[config.mk]
export PLATFORM = sky130hd
export DESIGN_NAME = dual_circular_queue_unit
export DESIGN_NICKNAME = d
export VERILOG_FILES = /design/src/design/dcq_pkg.sv /design/src/design/dcq_datapath.sv /design/src/design/dcq_ctrl.sv /design/src/design/dual_circular_queue_unit.sv
export SDC_FILE = /design/constraint.sdc
export NUM_CORES = 1
export LEC_CHECK = 0
export BUFFER_PORTS_ARGS = -buffer_cell sky130_fd_sc_hd__buf_2
export CORE_MARGIN = 5
export CORE_UTILIZATION = 33
export CTS_CLUSTER_DIAMETER = 60
export DETAILED_ROUTE_END_ITERATION = 12
export PLACE_DENSITY = 0.44
export SYNTH_ARGS = -nofsm -noshare
export SYNTH_HDL_FRONTEND = slang
export SYNTH_SLANG_ARGS = --single-unit
[constraint.sdc]
create_clock -name clk_i -period 8 [get_ports clk_i]
set_input_delay 0.8 -clock clk_i [delete_from_list [all_inputs] [get_ports clk_i]]
set_output_delay 0.8 -clock clk_i [all_outputs]
set_load 0.005 [all_outputs]
[src/design/dcq_pkg.sv]
// shared types and codes of the dual circular queue
package dcq_pkg;

  localparam int unsigned DataW = 32;

  typedef enum logic [1:0] {
    ST_INSERTED = 2'd0,
    ST_REMOVED  = 2'd1,
    ST_FULL     = 2'd2,
    ST_EMPTY    = 2'd3
  } status_e;

  localparam logic OP_INSERT = 1'b0;
  localparam logic OP_DELETE = 1'b1;

  typedef struct packed {
    logic latch_req;
    logic exec;
    logic load_out;
  } dcq_cmd_t;

endpackage

[src/design/dcq_datapath.sv]
// request registers, queue pointers, shared storage and result register
module dcq_datapath #(
  parameter int unsigned ArrayDepth = 16
) (
  input  logic                          clk_i,
  input  logic                          rst_ni,
  input  dcq_pkg::dcq_cmd_t             cmd_i,
  input  logic                          req_type_i,
  input  logic                          queue_sel_i,
  input  logic signed [dcq_pkg::DataW-1:0] value_i,
  output logic signed [dcq_pkg::DataW-1:0] data_out_o,
  output logic [1:0]                    status_o
);
  import dcq_pkg::*;

  localparam int unsigned PtrW   = $clog2(ArrayDepth);
  localparam int unsigned Q1Base = ArrayDepth / 2 + 1;
  localparam logic [PtrW-1:0] Base0 = '0;
  localparam logic [PtrW-1:0] Last0 = PtrW'(Q1Base - 1);
  localparam logic [PtrW-1:0] Base1 = PtrW'(Q1Base);
  localparam logic [PtrW-1:0] Last1 = PtrW'(ArrayDepth - 1);

  logic [DataW-1:0] mem [ArrayDepth];

  logic             req_type_q;
  logic             q_sel_q;
  logic [DataW-1:0] value_q;
  logic [PtrW-1:0]  front_q [2];
  logic [PtrW-1:0]  rear_q  [2];
  status_e          status_q;
  logic [DataW-1:0] rdata_q;
  logic [DataW-1:0] out_data_q;
  status_e          out_status_q;

  logic [PtrW-1:0] cur_front, cur_rear, base, last, nxt_front, nxt_rear;
  logic            full, empty;

  always_comb begin
    cur_front = front_q[q_sel_q];
    cur_rear  = rear_q[q_sel_q];
    base      = q_sel_q ? Base1 : Base0;
    last      = q_sel_q ? Last1 : Last0;
    nxt_front = (cur_front == last) ? base : cur_front + PtrW'(1);
    nxt_rear  = (cur_rear == last) ? base : cur_rear + PtrW'(1);
    full      = (nxt_rear == cur_front);
    empty     = (cur_front == cur_rear);
  end

  // request capture, status check and result register
  always_ff @(posedge clk_i) begin
    if (cmd_i.latch_req) begin
      req_type_q <= req_type_i;
      q_sel_q    <= queue_sel_i;
      value_q    <= value_i;
    end
    if (cmd_i.exec) begin
      if (req_type_q == OP_INSERT) begin
        status_q <= full ? ST_FULL : ST_INSERTED;
      end else begin
        status_q <= empty ? ST_EMPTY : ST_REMOVED;
      end
    end
    if (cmd_i.load_out) begin
      out_data_q   <= (status_q == ST_REMOVED) ? rdata_q : '0;
      out_status_q <= status_q;
    end
  end

  // queue pointers
  always_ff @(posedge clk_i or negedge rst_ni) begin
    if (!rst_ni) begin
      front_q[0] <= Base0;
      rear_q[0]  <= Base0;
      front_q[1] <= Base1;
      rear_q[1]  <= Base1;
    end else if (cmd_i.exec) begin
      if (req_type_q == OP_INSERT) begin
        if (!full) rear_q[q_sel_q] <= nxt_rear;
      end else begin
        if (!empty) front_q[q_sel_q] <= nxt_front;
      end
    end
  end

  // shared storage
  always_ff @(posedge clk_i) begin
    if (cmd_i.exec && req_type_q == OP_INSERT && !full) begin
      mem[nxt_rear] <= value_q;
    end
    if (cmd_i.exec && req_type_q == OP_DELETE && !empty) begin
      rdata_q <= mem[nxt_front];
    end
  end

  assign data_out_o = out_data_q;
  assign status_o   = out_status_q;

endmodule

[src/design/dcq_ctrl.sv]
// sequencing state machine and result handshake
module dcq_ctrl (
  input  logic              clk_i,
  input  logic              rst_ni,
  input  logic              in_valid_i,
  output logic              in_stall_o,
  output logic              out_valid_o,
  input  logic              out_stall_i,
  output dcq_pkg::dcq_cmd_t cmd_o
);
  import dcq_pkg::*;

  typedef enum logic [1:0] {
    S_IDLE,
    S_EXEC,
    S_LOAD
  } state_e;

  state_e state_q;
  logic   out_valid_q;
  logic   slot_free;

  always_comb begin
    slot_free       = !out_valid_q || !out_stall_i;
    cmd_o.latch_req = (state_q == S_IDLE) && in_valid_i;
    cmd_o.exec      = (state_q == S_EXEC);
    cmd_o.load_out  = (state_q == S_LOAD) && slot_free;
  end

  always_ff @(posedge clk_i or negedge rst_ni) begin
    if (!rst_ni) begin
      state_q     <= S_IDLE;
      out_valid_q <= 1'b0;
    end else begin
      case (state_q)
        S_IDLE: begin
          if (in_valid_i) state_q <= S_EXEC;
        end
        S_EXEC: begin
          state_q <= S_LOAD;
        end
        S_LOAD: begin
          if (slot_free) state_q <= S_IDLE;
        end
        default: begin
          state_q <= S_IDLE;
        end
      endcase
      if (cmd_o.load_out) begin
        out_valid_q <= 1'b1;
      end else if (!out_stall_i) begin
        out_valid_q <= 1'b0;
      end
    end
  end

  assign in_stall_o  = (state_q != S_IDLE);
  assign out_valid_o = out_valid_q;

endmodule

[src/design/dual_circular_queue_unit.sv]
// top level of the dual circular queue
// Two circular queues share one array of ARRAY_DEPTH words: queue 0 holds
// slots 0 to ARRAY_DEPTH/2, queue 1 the slots above. Each queue holds one
// word fewer than its region.
// Input channel: in_valid_i / in_stall_o with req_type_i (0 insert,
// 1 delete), queue_sel_i and value_i. A beat is taken when valid is high
// and stall is low.
// Output channel: out_valid_o / out_stall_i with data_out_o and status_o
// (0 inserted, 1 removed, 2 full, 3 empty); one result beat per request.
// Sequence: the request beat is captured in the request registers; in the
// exec state the pointer check and storage access set the status and read
// data; in the load state both go into the result register once it is free.
// The sequencer handles one request at a time through the single storage
// port and stalls the input until that request's result is loaded.
// A new request is taken while an earlier result still waits in the output
// register; if the receiver stalls, the next result waits in the sequencer
// and the input stalls until the output register frees.
// Reset puts both queues empty at their region bases; storage is not
// cleared and needs no clearing pass.
module dual_circular_queue_unit #(
  parameter int unsigned ARRAY_DEPTH = 16
) (
  input  logic                             clk_i,
  input  logic                             rst_ni,
  input  logic                             in_valid_i,
  output logic                             in_stall_o,
  input  logic                             req_type_i,
  input  logic                             queue_sel_i,
  input  logic signed [dcq_pkg::DataW-1:0] value_i,
  output logic                             out_valid_o,
  input  logic                             out_stall_i,
  output logic signed [dcq_pkg::DataW-1:0] data_out_o,
  output logic [1:0]                       status_o
);
  import dcq_pkg::*;

  dcq_cmd_t cmd;

  dcq_ctrl u_ctrl (
    .clk_i       (clk_i),
    .rst_ni      (rst_ni),
    .in_valid_i  (in_valid_i),
    .in_stall_o  (in_stall_o),
    .out_valid_o (out_valid_o),
    .out_stall_i (out_stall_i),
    .cmd_o       (cmd)
  );

  dcq_datapath #(
    .ArrayDepth (ARRAY_DEPTH)
  ) u_datapath (
    .clk_i       (clk_i),
    .rst_ni      (rst_ni),
    .cmd_i       (cmd),
    .req_type_i  (req_type_i),
    .queue_sel_i (queue_sel_i),
    .value_i     (value_i),
    .data_out_o  (data_out_o),
    .status_o    (status_o)
  );

  a_one_cmd: assert property (@(posedge clk_i) disable iff (!rst_ni)
    $onehot0({cmd.latch_req, cmd.exec, cmd.load_out}))
    else $error("more than one command at once");

  a_busy_after_accept: assert property (@(posedge clk_i) disable iff (!rst_ni)
    (in_valid_i && !in_stall_o) |=> in_stall_o)
    else $error("second beat taken while a request is in flight");

  a_load_shows: assert property (@(posedge clk_i) disable iff (!rst_ni)
    cmd.load_out |=> out_valid_o)
    else $error("loaded result not presented");

  a_zero_data: assert property (@(posedge clk_i) disable iff (!rst_ni)
    (out_valid_o && status_o != ST_REMOVED) |-> (data_out_o == '0))
    else $error("non-zero data on a result without removal");

endmodule
=== Word level (Yosys, flattened, before mapping) ===
Memory sizes are Yosys's and may differ from the RTL's. A register that Yosys moved wholly into a read port is not among the register bits.
Cells that the tools add are included.

* Reductions and logical operators: 17
* Muxes and demuxes: 24
* Magnitude comparators: 2
* Bitwise operators: 4
* Add/sub/neg operators: 2
* Equality and inequality tests: 10

{| class="wikitable"
|+ Operator list
! cell !! count
|-
| two-way mux 4 bit || 10
|-
| bitwise mux 8 bit || 2
|-
| == test 4 bit || 4
|-
| two-way mux 2 bit || 5
|-
| adder 4 x 1 -> 4 bit, second input constant || 2
|-
| logical AND 1 bit || 7
|-
| one-hot mux 2 bit (3 select lines) || 1
|-
| AND reduction 3 bit || 2
|-
| demux 4 bit (select 1 bit) || 1
|-
| == test 2 x 1 -> 1 bit, second input constant || 2
|-
| logical NOT 1 bit || 4
|-
| two-way mux 1 bit || 4
|-
| != test 2 x 1 -> 1 bit, second input constant || 2
|-
| two-way mux 3 bit || 1
|-
| inverter 1 bit || 3
|-
| == test 2 bit, second input constant || 1
|-
| greater-or-equal comparator 2 bit, second input constant || 1
|-
| logical NOT 2 bit || 1
|-
| < comparator 2 x 1 -> 1 bit, second input constant || 1
|-
| != test 2 bit, second input constant || 1
|-
| inverter 1 -> 2 bit || 1
|-
| AND reduction 2 bit || 1
|-
| nonzero test 2 bit || 1
|-
| logical OR 1 bit || 1
|}

* Bits in writable memories: 512
* Bits of input ports: 38
* Logic and storage cells: 72
* Register bits: 89
* Memories: 1

{| class="wikitable"
|+ Memories
! memory !! depth !! bits a word !! rd ports !! clocked after Yosys merged registers in !! write ports !! line !! RTL
|-
| u_datapath.mem || 16 || 32 || 1 || 1 || 1 || dcq_datapath.sv:23 || <nowiki>logic [DataW-1:0] mem [ArrayDepth];</nowiki>
|}

=== Longest topological paths before layout ===
Gate-level depths: netlist of run 1.

* Word-level depth: 11
* Depth in mapped cells: 15
* Mapped depth without buffers: 9

=== By module ===
A second synthesis of run 1 with hierarchy kept.

* Cell total of the unflattened synthesis: 1,781
* Area total of the unflattened synthesis: 25,628.3 um^2

{| class="wikitable"
|+ By module, submodules not included
! module !! instances !! cells an instance !! area an instance (um^2) !! seq. area each (um^2)
|-
| dcq_datapath || 1 || 1,768 || 25,503.2 || 18,843.1
|-
| dcq_ctrl || 1 || 13 || 125.1 || 75.1
|}

=== Worst setup path after synthesis of run 1 ===
No wires, ideal clock.

* Path kind: register to register
* Start point: reg u_datapath.q_sel_q
* End point: mem u_datapath.mem[0][0], enable pin
* Clock period less this slack: 6,077 ps
* Path slack: 1,923 ps
* Library setup time: 501 ps
* Stages on the path, launching flop included: 13
* Arrival time: 5,576 ps
* Cells stage by stage: edfxtp_1 buf_4 buf_6 buf_6 buf_2 o21ai_0 ha_1 buf_1 xor2_1 nor4_1 o311ai_4 o21ai_2 nor4_1

* Longest elaborated chain between the ends: 11
* Elaborated cells between the ends (all ways): 17

{| class="wikitable"
|+ RTL lines
! what !! line !! RTL
|-
| from (decl) || dcq_datapath.sv:26 || <nowiki>logic q_sel_q;</nowiki>
|-
| from (signal assigned) || dcq_datapath.sv:53 || <nowiki>q_sel_q <= queue_sel_i;</nowiki>
|-
| inverter 1 -> 2 bit (not written as such) || dcq_datapath.sv:39, dcq_datapath.sv:40 ||
|-
| two-way mux 4 bit (not written as such) (3 in series) || dcq_datapath.sv:40 || <nowiki>cur_rear = rear_q[q_sel_q];</nowiki>
|-
| adder 4 x 1 -> 4 bit or == test 4 bit (tied branches) || dcq_datapath.sv:44 || <nowiki>nxt_rear = (cur_rear == last) ? base : cur_rear + PtrW'(1);</nowiki>
|-
| two-way mux 4 bit || dcq_datapath.sv:44 ||
|-
| == test 4 bit || dcq_datapath.sv:45 || <nowiki>full = (nxt_rear == cur_front);</nowiki>
|-
| logical NOT 1 bit || -- ||
|-
| logical AND 1 bit || dcq_datapath.sv:87 || <nowiki>if (cmd_i.exec && req_type_q == OP_INSERT && !full) begin</nowiki>
|-
| two-way mux 1 bit || dcq_datapath.sv:87 ||
|-
| two-way mux 1 bit (not written as such) || dcq_datapath.sv:88 || <nowiki>mem[nxt_rear] <= value_q;</nowiki>
|-
| to (decl) || dcq_datapath.sv:23 ||
|}

Parallel ways exist; a longest one is shown, timed or not. The select of a mux whose other input is x is not followed.

=== Final worst setup path of run 1 ===
* Start point: reg u_datapath.q_sel_q
* End point: mem u_datapath.mem[5][26], enable pin

Same word-level chain as after synthesis.

==> results of run 1 <==
## synthesized netlist by cell type, types with 10 or more instances
| cell | n |
|---|---|
| edfxtp_1 | 614 |
| mux2i_1 | 262 |
| o22ai_1 | 127 |
| nor2_1 | 46 |
| nor3_1 | 44 |
| a21oi_1 | 35 |
| and2_1 | 32 |
| clkbuf_1 | 30 |
| buf_2 | 24 |
| nand2_1 | 16 |
| dfrtp_1 | 15 |
| buf_6 | 14 |
| inv_1 | 12 |
| nand3_1 | 12 |
| xor2_1 | 11 |
| nor4_1 | 10 |
## worst max-delay path, cell delays in order (launching register included)
cell and delay (ns):
edfxtp_1 0.32, buf_4 0.36, mux2i_1 0.46, inv_1 0.15, ha_1 0.33, xor2_1 0.37, nor4_1 0.14, o311ai_4 0.42
o21ai_2 0.37, nor4_4 0.92, buf_4 0.51
## layer usage
metal  global-route usage  share of wire
met2                0.235           0.47
met3               0.0268          0.038
met1                0.202           0.47
met5                    0              0
met4               0.0397          0.023
## logic make-up (layout without fill, tap and decap cells)
family | count (synthesis) | in the layout | synth area share
adder cells (fa/ha/maj) | 2 | 2 | 0.00102
flip-flops | 633 | 633 | 0.769
XOR/XNOR | 13 | 13 | 0.00493
AO/OA/AOI/OAI | 201 | 201 | 0.0530
AND/OR/NAND/NOR | 191 | 191 | 0.0408
buffers and inverters | 87 | 249 | 0.0194
multiplexers | 273 | 273 | 0.112
## power by group through the flow
stage	logic (uW)	registers (uW)	clock network, uW
after global routing	3110	4270	3500
after floorplan	2000	4210	0
after global placement	2910	4300	0
after CTS	2920	4240	3350
after detailed placement	2910	4310	0
final	2850	4240	3240
## metrics by stage
| stage | hold WS, ns | instance area (um2) | setup slack, ns |
|---|---|---|---|
| final | 0.162 | 28500 | 3.29 |
| after floorplan | 0.418 | 24600 | 1.92 |
| after global placement | 0.447 | 26200 | 3.41 |
| after CTS | 0.127 | 28500 | 3.27 |
| after global routing | 0.158 | 28500 | 2.94 |
| after detailed placement | 0.441 | 26200 | 3.27 |
## cell type report
cell class	instances	area, um2	share of cell area
Clock buffer	92	1940	0.0680
Clock inverter	37	374	0.0131
Inverter	12	45.0	0.00158
Multi-Input combinational cell	680	5400	0.189
Sequential cell	633	18900	0.663
Tap cell	969	1210	0.0425
Timing Repair Buffer	108	641	0.0225
## flip-flops by register name, indices dropped and copies added, names as in the netlist
| name | flops |
|---|---|
| u_ctrl.out_valid_o | 1 |
| u_datapath.mem | 512 |
| u_datapath.status_o | 2 |
| u_datapath.rdata_q | 32 |
| u_datapath.front_q | 8 |
| u_datapath.q_sel_q | 1 |
| u_datapath.req_type_q | 1 |
| u_ctrl.state_q | 2 |
| u_datapath.data_out_o | 32 |
| u_datapath.rear_q | 8 |
| u_datapath.value_q | 32 |
| u_datapath.status_q | 2 |
## worst min path at each step
stage	start	to	slack (ns)	depth (start not counted)
floorplan	u_datapath.status_q[0]	u_datapath.status_o[0]	0.42	0
global placement	u_datapath.status_q[0]	u_datapath.status_o[0]	0.45	0
detailed placement	u_datapath.status_q[0]	u_datapath.status_o[0]	0.44	0
CTS	rst_ni	u_datapath.front_q[4]	0.13	1
global route	rst_ni	u_datapath.front_q[5]	0.16	1
finish	rst_ni	u_datapath.front_q[5]	0.16	1
==> flow_results.org, run 1 <==
** Outcome
- The flow ran to the end, and the final reports show no timing, DRC or antenna violations.

** Global routing
- Entering global routing, the biggest net connects 79 pins.
- The number of antenna violations at the first check in global routing is 0.
- The total overflow left after global routing is 0.
- For this run, the total global-route usage over all layers was measured as 0.145.
- The first global-routing pass estimated between 80,000 and 90,000 um of wire.
- The number of global-route vias before repair was around 13,000.

** Setup path
- For the worst setup path, the data required time is between 8 and 9 ns.
- CP Class :: reg2reg
- The most critical setup path has its endpoint at u_datapath.mem[5][26].
- The number of cells on the worst reg-to-reg path is 10.
- For the worst setup path, the data arrival time is a little under 5 ns.
- Setup slack on the worst flop-to-flop path :: approximately 3.3 ns
- STA classifies the critical path startpoint as a flop.
- STA classifies the critical path endpoint as a flop.
- Launching element of the worst setup path :: u_datapath.q_sel_q
- Capture instance of the worst register-to-register path :: u_datapath.mem[5][26]
- Launch point of the worst reg-to-reg path :: u_datapath.q_sel_q
- CP Max Fanout :: 37

** Final layout
- Leading cell types in the layout, fill and taps excluded :: 614 x edfxtp_1, 262 x mux2i_1, 127 x o22ai_1, 75 x clkbuf_16, 73 x buf_2
- Ratio of cells with drive above 1 in the final layout :: 0.166
- Compared with the post-synthesis result, the final layout area differs by 15.9%.
- Count of fill cells added during filler insertion :: roughly 6,800
- Commonest non-fill, non-tap cell in the layout :: edfxtp_1
- At the end of the flow the core is filled with cells to 0.385.
- Number of cells in the finished layout apart from fillers :: 2,531
- After the last flow step, the layout net total stands at approximately 1,500.
- Count of antenna diodes in the layout :: 0

** Clock tree
- Buffer levels on the longest clock path :: 3
- The root buffer cell chosen for the clock tree is clkbuf_16.
- In this run, post-CTS repair resized a total of 0 instances.
- The H-tree was split into 3 levels.
- Buffers added to address setup during post-CTS repair amount to 0.
- TritonCTS clock tree :: yes
- Sink count of the clock tree :: ~630
- Clk pin slew, worst setup/hold paths :: about 0.06 ns
- Buffers inserted to repair hold after CTS numbered 0.
- The number of clock buffers added by TritonCTS is 71.
- Later-pin clock latency in the skew report :: ~0.60 ns

** Power and ir drop
- For this design the ratio of total power to cell area is around 360 nW/um2.
- Combinational group share of total power :: 0.276
- Of the total power, the clock network draws 0.314.
- Peak supply drop :: about 0.24 mV
- P_int :: 6980 uW
- Of the total power, the share spent switching nets is 0.324.
- In this run the power spent charging and discharging nets is about 3300 uW.
- The completed layout was analyzed and its total power is between 10,000 and 15,000 uW.
- Register share of total power :: 0.411
- Static Leak :: around 0.0096 uW

** Placed design
- Final GP Congestion :: ~0.76
- Post-DP HPWL :: slightly above 30,000 um
- The count of buffers added on input and output ports is 73.
- The number of placed instances, taps included, is 2,402.

** Timing
- In the final timing run, aggregate negative setup slack is 0 ns.
- For the pin with the worst max-slew slack, the measured transition is 1.10 ns.
- Final Critical Period :: 4.71 ns
- Setup violations remaining at the end of the flow were counted as 0.
- Maximum clock skew at final layout :: between 0.02 and 0.025 ns
- Pins over their slew limit :: 0
- The number of endpoints with negative hold slack in the final report is 0.
- Final cycle utilization of the critical path :: 0.589
- The worst pin sits at a relative slew slack of 0.266.
- For this run, the top clock speed supported by timing is ~210 MHz.
- RSZ-0062 raised after global routing :: no

** Drt
- The detail route stage leaves a number of antenna-violating nets equal to 0.
- In the routed layout, each cell is associated on average with a via count of 4.95.
- The first detailed-routing pass ran for 5 iterations.
- For this run, design rule violations remaining after detail routing come to 0.
- Initial DRC Count :: around 950
- In the final routed layout, each cell accounts on average for 23.1 um.
- The final route contains roughly 13,000 vias.
- For this block, the routed nets add up to around 58,000 um of wire.

** Logic synthesis
- After synthesis the netlist holds a flip-flop and latch count of 633.
- Of the synthesized area, sequential elements account for 0.769.
- The biggest area contributor in the post-synthesis netlist is edfxtp_1.
- Synth Cell Area :: between 20,000 and 25,000 um2
- Count of mapped cells out of synthesis :: ~1,400
- Post-synth EDFFs :: between 600 and 700
- After synthesis, the cell types taking the most area are edfxtp_1 75%, mux2i_1 11%, o22ai_1 3.2%.
- Among all flip-flop cells after synthesis, the most frequent one is edfxtp_1.
- The Yosys step of the flow raised 0 warnings.
- Per-instance average area after synthesis :: ~18 um2
- The synthesized netlist contains 62 unique library cells.
- Post-synthesis net count :: about 1,400
- Of the post-synthesis cell area, the dominant cell type holds 0.749.
- Async set or reset register ratio after synthesis :: 0.0300

** Floorplanning
- The core region is roughly 74,000 um2.
- IO Pins :: 74
- The floorplan has 100 rows.
- The floorplan step set the die height to around 280 um.
- Starting Density :: 0.332
- Area enclosed by the die boundary :: ~80,000 um2
- The die is approximately 280 um wide.

** Hold path
- Worst hold path class :: in2async

** Job
- Max-capacitance violation count :: 0
Note: power is estimated with default switching activity, not from simulation.
==> run 2: changes to the inputs <==
--- a/config.mk
+++ b/config.mk
@@ -5,12 +5,13 @@
 export SDC_FILE = /design/constraint.sdc
 export NUM_CORES = 1
 export LEC_CHECK = 0
+export ABC_AREA = 1
 export BUFFER_PORTS_ARGS = -buffer_cell sky130_fd_sc_hd__buf_2
 export CORE_MARGIN = 5
 export CORE_UTILIZATION = 33
 export CTS_CLUSTER_DIAMETER = 60
 export DETAILED_ROUTE_END_ITERATION = 12
-export PLACE_DENSITY = 0.44
+export PLACE_DENSITY = 0.45
 export SYNTH_ARGS = -nofsm -noshare
 export SYNTH_HDL_FRONTEND = slang
 export SYNTH_SLANG_ARGS = --single-unit
==> constraint.sdc (replaced) <==
create_clock -name clk_i -period 4.19 [get_ports clk_i]
set_input_delay 0.419 -clock clk_i [delete_from_list [all_inputs] [get_ports clk_i]]
set_output_delay 0.419 -clock clk_i [all_outputs]
set_load 0.005 [all_outputs]
==> run 2 against run 1 <==
Effect of this change:
- combinational power up 130%
- synthesized area increased by 7.9%
- wire length up 17%
- largest cell class unchanged
- die area rose by 7.7%
- synthesized cell count increased by 62%
- register-to-register slack got worse by 2.5 ns
==> flow_results.org, run 2 <==
** Setup path
- The worst setup path is captured at a flop.
- Worst endpoint data arrival time :: 3.68 ns (-1.28 ns)
- Critical path required time :: 4.42 ns (-3.83 ns)
- In this run the worst setup path terminates at u_datapath.mem[3][7].
- In this run the critical register-to-register path is captured at u_datapath.mem[3][7].
- The critical path is of the reg2reg type.
- In this run the worst setup path begins at u_datapath.q_sel_q.
- CP Max Fanout :: 32 (-14%)
- Setup slack on the worst flop-to-flop path :: 0.74 ns (-2.55 ns)
- The path depth of the worst reg2reg path is 13 (+3).
- STA classifies the critical path startpoint as a flop.
- Launch point of the worst reg-to-reg path :: u_datapath.q_sel_q

** Timing
- Final hold violation count :: 0 (unchanged)
- Setup violators final :: 0 (unchanged)
- The post-route clock period utilization came to 0.824 (+0.235).
- Maximum clock skew at final layout :: 0.0129 ns (-0.0100 ns)
- The transition time at the pin with the least slew margin is 1.01 ns (-0.0954 ns).
- Worst setup margin :: 0.739 ns (-2.55 ns)
- The number of slew-limit violations in the final report is 0 (unchanged).
- The headroom to the max-slew limit came to 0.329 (+0.0637).
- The upper clock frequency limit is 290 MHz (+37%).
- RSZ-0062 raised after global routing :: no
- WHS :: 0.108 ns (-0.0542 ns)
- The aggregate negative setup slack is 0 ns (unchanged).
- The minimum period implied by the final worst setup slack was 3.45 ns (-1.26 ns).

** Placed design
- Pre-CTS WS :: 0.785 ns (-2.49 ns)
- Post-DP HPWL :: 36,100 um (+16%)
- I/O Buffers :: 73 (unchanged)
- The routability congestion estimate was 0.774 (+1.9%).

** Global routing
- Number of global-route vias before repair :: 17,076 (+27%)
- The number of antenna violations at the first check in global routing came to 2 (+2).
- The maximum number of pins on one net before global-route repair was 131 (+66%).
- GRT Util Overall :: 0.158 (+0.0135)
- Leftover overflow at the end of global routing :: 0 (unchanged)
- Global-route wire length before repair :: 105,000 um (+19%)

** Logic synthesis
- The area share of the largest cell type after synthesis is 0.694 (-0.0551).
- Most common library cells after synthesis :: 616 x nand2_1, 614 x edfxtp_1, 457 x nand3_1
- FF+latch count, synth :: 633 (unchanged)
- The number of warning messages in the yosys log was 0 (unchanged).
- In the post-synthesis netlist, the biggest area contributors are edfxtp_1 69%, nand2_1 8.7%, nand3_1 8.6%.
- Post-synthesis cell type count :: 36 (-42%)
- Cell with the most instances after synthesis :: nand2_1
- Prevailing post-synth register cell :: edfxtp_1
- The biggest area contributor in the post-synthesis netlist is edfxtp_1.
- Async set or reset register ratio after synthesis :: 0.0300 (unchanged)
- Post-synth EDFFs :: 614 (unchanged)
- The post-synthesis net count was 2,310 (+60%).
- Per-instance average area after synthesis :: 11.7 um2 (-33%)
- The post-synthesis instance area was 26,600 um2 (+7.9%).
- Count of mapped cells out of synthesis :: 2,270 (+62%)
- Proportion of synthesized chip area in sequential cells :: 0.712 (-0.0565)

** Power and ir drop
- The maximum vdd drop was 0.907 mV (+280%).
- The leakage power of the design came to 0.0118 uW (+22%).
- The fraction of power consumed by combinational cells came to 0.315 (+0.039).
- P_int :: 13,400 uW (+92%)
- The net switching share of the total power was 0.361 (+0.0373).
- Total power of the final layout :: 20,900 uW (+100%)
- The cell area power density was 674 nW/um2 (+86%).
- The relative contribution of the clock network to total power was 0.303 (-0.011).
- The sequential share of power was 0.382 (-0.029).
- The reported net switching power was 7560 uW (+130%).

** Floorplanning
- Die Span X :: 294 um (+3.8%)
- Die span in y :: 294 um (+3.8%)
- Starting Density :: 0.331 (about the same)
- The area of the core was 80,200 um2 (+8.0%).
- IO Pins :: 74 (unchanged)
- Area enclosed by the die boundary :: 86,300 um2 (+7.7%)
- Row Count :: 104 (+4.0%)

** Clock tree
- Hold bufs inserted after CTS :: 35 (+35)
- The deepest clock path buffer count is 3 (unchanged).
- Later-pin clock latency in the skew report :: 0.60 ns (about the same)
- The number of buffers created by CTS is 76 (+7.0%).
- The cell sitting at the root of the clock tree is a clkbuf_16.
- Clock H-tree levels :: 3 (unchanged)
- Post-CTS setup repair buffer count :: 0 (unchanged)
- Resize count post-CTS :: 0 (unchanged)
- The CTS sink count came to 633 (unchanged).
- TritonCTS built the clock tree.
- Clk pin slew, worst setup/hold paths :: 0.06 ns (about the same)

** Outcome
- Outcome :: finished, final reports clean

** Final layout
- From synthesis to final layout, the design area changed by 16.8%.
- The library cells used most frequently in the layout, excluding fill and tap cells, are 615 x nand2_1, 614 x edfxtp_1, 457 x nand3_1, 178 x inv_1, 128 x nand3b_1.
- The number of inserted diodes was 0 (unchanged).
- The number of nets at the end of the flow is 2,402 (+55%).
- The fraction of layout instances using a drive strength above 1 is 0.117 (-0.0499).
- Commonest non-fill, non-tap cell in the layout :: nand2_1
- Count of fill cells added during filler insertion :: 7,731 (+14%)
- Number of flip-flops in the largest register :: 512 (unchanged)
- Largest Register :: u_datapath.mem

** Drt
- Mean number of vias per cell :: 4.84 (-2.1%)
- Initial DRC Count :: 1,150 (+21%)
- Drt drc :: 0 (unchanged)
- Wire length per cell :: 19.7 um (-15%)
- The total wirelength of the detailed-routed design was 68,500 um (+17%).
- The total iterations of the first detailed-routing run is 5 (unchanged).
- The via total after detailed routing is 16,852 (+35%).
- Post-route ant nets :: 0 (unchanged)

** Job
- Max-capacitance violation count :: 0 (unchanged)

** Hold path
- Worst hold path class :: in2reg
## run 2: how the worst min path moves through the flow
| stage | startpoint | to | slack (ns) | depth (start not counted) |
|---|---|---|---|---|
| 2_1_floorplan | rst_ni | u_ctrl.out_valid_o | 0.12 | 0 |
| 3_3_place_gp | rst_ni | u_datapath.rear_q[2] | 0.38 | 1 |
| 3_5_place_dp | rst_ni | u_datapath.rear_q[2] | 0.38 | 1 |
| 4_1_cts | in_valid_i | u_ctrl.state_q[0] | 0.07 | 3 |
| 5_1_grt | out_stall_i | u_ctrl.out_valid_o | 0.12 | 3 |
| 6_report | in_valid_i | u_ctrl.state_q[0] | 0.11 | 3 |
## run 2: area by class of cell
type / count / area, um2 / share of cell area
Clock buffer: 91 / 2020 / 0.0652
Clock inverter: 44 / 392 / 0.0126
Inverter: 185 / 702 / 0.0226
Multi-Input combinational cell: 1311 / 6390 / 0.206
Sequential cell: 633 / 18900 / 0.610
Tap cell: 1060 / 1330 / 0.0427
Timing Repair Buffer: 155 / 1280 / 0.0413
## run 2: worst max-delay path, stage by stage, from the launching register on
cell      delay [ns]
edfxtp_1        0.45
buf_4           0.24
nand2_1         0.08
nand2_1         0.16
ha_1            0.29
xor2_2          0.19
nand2_1         0.13
nand2_1         0.07
nand2_1         0.06
nor2_1          0.05
nand4_2         0.23
nand2_2         0.38
nor3_2          0.20
buf_4           0.53
## run 2: per-layer routing
layer,vias to the layer above,GRT usage,routed length [um]
met3,99,0.0245,2890
met5,-,0,0
met2,334,0.269,33100
met1,8391,0.211,31000
li1,8028,-,-
met4,0,0.0456,1480
## run 2: through the flow
stage          area [um2]  cells   util
3_3_place_gp        28300   3309  0.353
2_1_floorplan       26600   2270      -
4_1_cts             31000   3479  0.387
6_report            31000   3479  0.387
3_5_place_dp        28300   3309  0.353
5_1_grt             31000   3479  0.387
## run 2: cell families (layout without fill, tap and decap cells)
family / Yosys count / in the layout / synth area share
xor gates and xnor gates: 5 / 5 / 0.00193
AOI/OAI and AO/OA: 19 / 19 / 0.00509
DFF: 633 / 633 / 0.712
muxes: 1 / 1 / 0.000377
buffers and inverters: 326 / 475 / 0.0532
adders and majority gates: 2 / 2 / 0.000942
and+or+nand+nor: 1284 / 1284 / 0.226
## run 2: power by group through the flow
stage	Clock (uW)	Combinational, uW	Sequential [uW]
after global placement	0	6650	8120
after global routing	6810	7420	8050
final	6340	6590	8000
after detailed placement	0	6700	8130
after floorplan	0	4490	8010
after CTS	6530	6740	8010
==> run 3: changes to the inputs <==
--- a/config.mk
+++ b/config.mk
@@ -11,7 +11,7 @@
 export CORE_UTILIZATION = 33
 export CTS_CLUSTER_DIAMETER = 60
 export DETAILED_ROUTE_END_ITERATION = 12
-export PLACE_DENSITY = 0.45
+export PLACE_DENSITY = 0.44
 export SYNTH_ARGS = -nofsm -noshare
 export SYNTH_HDL_FRONTEND = slang
 export SYNTH_SLANG_ARGS = --single-unit
==> constraint.sdc (replaced) <==
create_clock -name clk_i -period 3.2 [get_ports clk_i]
set_input_delay 0.32 -clock clk_i [delete_from_list [all_inputs] [get_ports clk_i]]
set_output_delay 0.32 -clock clk_i [all_outputs]
set_load 0.005 [all_outputs]
==> run 3 against run 2 <==
Effect of this change:
- clock skew up 0.0061 ns
- setup slack lost 0.44 ns
- clock power increased by 29%
- global-route usage up 1.4 points
- sequential cell count is the same
- largest power group unchanged
- highest routed layer unchanged
==> flow_results.org, run 3 (synthesized netlist as in run 2, its figures left out) <==
** Final layout
- More flip-flops sit in one register than any other, and that register is u_datapath.mem.
- The library cell used most frequently in the layout, excluding fill and tap cells, is edfxtp_1.
- The fraction of layout instances using a drive strength above 1 is 0.127 (+0.00995).
- Number of flip-flops in the largest register :: 512 (unchanged)
- Leading cell types in the layout, fill and taps excluded :: 614 x edfxtp_1, 613 x nand2_1, 457 x nand3_1, 178 x inv_1, 128 x nand3b_1
- The design area was 31,600 um2 (+1.8%).
- Relative to the synthesized area, the layout overhead comes to 18.9%.
- The number of nets at the end of the flow came to 2,437 (+1.5%).
- Count of antenna diodes in the layout :: 0 (unchanged)
- Number of cells in the finished layout apart from fillers :: 3,510 (+0.89%)
- The total of fill cells in the finished design was 7,764 (+0.43%).

** Power and ir drop
- The maximum vdd drop came to 0.810 mV (-11%).
- Static Leak :: 0.0121 uW (+3.0%)
- The total power came to 28,000 uW (+34%).
- Power density of the placed cells :: 885 nW/um2 (+31%)

** Setup path
- The worst setup path is of the reg2reg kind.
- The stage delay of the slowest cell on the critical path is 0.50 ns (-0.03 ns).
- By instance count, the cell type seen most on the critical path is nand2_1.
- Max stage delay cell, worst path :: edfxtp_1
- Endpoint class of the critical path :: flop
- Crit-path leading delay family :: simple AND/OR/NAND/NOR gates
- Setup crit start kind :: flop
- The worst-path maximum fanout is 25 (-22%).
- Critical path required time :: 3.53 ns (-0.89 ns)
- The count of buffering cells on the critical path with inverters included came to 3 (+1).
- Worst endpoint data arrival time :: 3.23 ns (-0.45 ns)
- Worst-path cell chain :: inv_6 > nand2_1 > nand2_1 > ha_1 > xor2_2 > nand2_1 > nand2_1 > nand2_1 > nor2_1 > nand4_2 > nand2_2 > buf_6 > nor3_4 > buf_12

** Placed design
- Placed cell count :: 3,341 (+0.97%)
- Post-DP HPWL :: 39,700 um (+9.9%)
- Pre-CTS WS :: 0.170 ns (-0.615 ns)
- The number of buffers added on ports was 73 (unchanged).
- Cell Area, Placed :: 28,900 um2 (+2.1%)
- Final GP Congestion :: 0.815 (+5.2%)

** Floorplanning
- The overall die height was 294 um (unchanged).
- The initial core utilization is 0.331 (unchanged).
- Die Span X :: 294 um (unchanged)
- The area of the core was 80,200 um2 (unchanged).
- The I/O pin count came to 74 (unchanged).
- The die area came to 86,300 um2 (unchanged).
- The site row count is 104 (unchanged).

** Clock tree
- The CTS sink count came to 633 (unchanged).
- Later-pin clock latency in the skew report :: 0.62 ns (+0.02 ns)
- Clock H-tree levels :: 3 (unchanged)
- The number of buffers created by CTS came to 75 (-1.3%).
- Buffer levels on the longest clock path :: 3 (unchanged)
- TritonCTS built the clock tree.
- Clk pin slew, worst setup/hold paths :: 0.06 ns (about the same)
- Cell at the root of the clock tree :: clkbuf_16

** Job
- Max-capacitance violation count :: 0 (unchanged)

** Global routing
- The number of antenna violations at the first check in global routing came to 0 (-2).
- The wire length of the first global-routing pass was 112,000 um (+6.3%).
- Met2 Track Usage GR :: 0.272 (+0.00289)
- The aggregate global routing overflow is 0 (unchanged).
- Number of global-route vias before repair :: 16,802 (-1.6%)
- The layer flagged by global routing as most heavily used is met2.
- GRT met1 Usage :: 0.244 (+0.0325)
- The overall global routing resource usage was 0.172 (+0.0139).
- The met3 track utilization from global routing is 0.0316 (+0.00709).
- The maximum number of pins on one net before global-route repair is 96 (-27%).

** Timing
- The transition time at the pin with the least slew margin came to 0.974 ns (-0.0326 ns).
- The minimum period implied by the final worst setup slack came to 2.90 ns (-0.553 ns).
- The worst clock skew on the final layout is 0.0190 ns (+0.00609 ns).
- FMAX :: 345 MHz (+19%)
- The worst setup margin was 0.302 ns (-0.437 ns).
- Setup repair after global routing left no endpoint under its margin.
- Worst slew margin relative to its limit :: 0.350 (+0.0203)
- The post-route clock period utilization came to 0.906 (+0.0819).
- Setup violators final :: 0 (unchanged)
- Pins over their slew limit :: 0 (unchanged)
- The number of endpoints with negative hold slack in the final report is 0 (unchanged).

** Drt
- Final wirelength :: 75,500 um (+10%)
- Wire length per cell :: 21.5 um (+9.3%)
- Mean number of vias per cell :: 4.90 (+1.2%)
- Initial DRC Count :: 1,357 (+18%)
- Drt drc :: 0 (unchanged)
- The via total after detailed routing was 17,201 (+2.1%).
- Post-route ant nets :: 0 (unchanged)
- The total iterations of the first detailed-routing run is 5 (unchanged).

** Hold path
- Worst hold path class :: in2async

** Outcome
- The flow ran to the end, and the final reports show no timing, DRC or antenna violations.
run 3: where the power goes:
part / switching, uW / internal, uW
registers: 408 / 10100
logic: 6430 / 2910
clock network: 3390 / 4760
run 3: cell type report:
type / count / area [um2] / share of cell area
Clock inverter: 37 / 303 / 0.00958
Clock buffer: 93 / 2030 / 0.0642
Timing Repair Buffer: 191 / 1830 / 0.0579
Inverter: 185 / 702 / 0.0222
Multi-Input combinational cell: 1311 / 6480 / 0.205
Tap cell: 1060 / 1330 / 0.0420
Sequential cell: 633 / 18900 / 0.599
run 3: worst register-to-register path, delay by kind of cell (launching register included):
| kind | cells | cell delay (ns) |
|---|---|---|
| flip-flops | 1 | 0.50 |
| buffers and inverters | 3 | 0.71 |
| XOR/XNOR | 1 | 0.18 |
| adder cells (fa/ha/maj) | 1 | 0.22 |
| AND/OR/NAND/NOR | 9 | 0.97 |
run 3: path summary, 6_finish.rpt:
check | from | to | slack [ns] | cells after the start
setup / recovery | u_datapath.q_sel_q | u_datapath.mem[0][9] | 0.30 | 14
hold / removal | rst_ni | u_datapath.front_q[1] | 0.20 | 2
setup reg to reg | u_datapath.q_sel_q | u_datapath.mem[0][9] | 0.30 | 14
hold reg to reg | u_datapath.rear_q[3] | u_datapath.rear_q[3] | 0.46 | 2
max in group asynchronous | rst_ni | u_datapath.rear_q[0] | 2.64 | 2
min in group clk_i | value_i[5] | u_datapath.value_q[5] | 0.41 | 2
run 3: through the flow:
stage	hold WS [ns]	setup TNS [ns]	util
floorplan	0.0244	-122.60	-
global placement	0.297	0	0.360
detailed placement	0.314	0	0.360
CTS	0.225	0	0.394
global route	0.248	0	0.394
finish	0.204	0	0.394
run 3: per-layer routing:
| metal | routed length (um) | share of wire |
|---|---|---|
| met5 | 0 | 0 |
| met4 | 1880 | 0.025 |
| met3 | 3800 | 0.050 |
| met2 | 34700 | 0.46 |
| met1 | 35200 | 0.47 |
run 3: what timing repair did:
| action | in CTS | in global routing |
|---|---|---|
| hold buffers | 37 | 0 |
| buffers inserted | 0 | 2 |
| resized for setup | 0 | 5 |
| setup endpoints to repair | 0 | 424 |
| hold endpoints to repair | 55 | 0 |
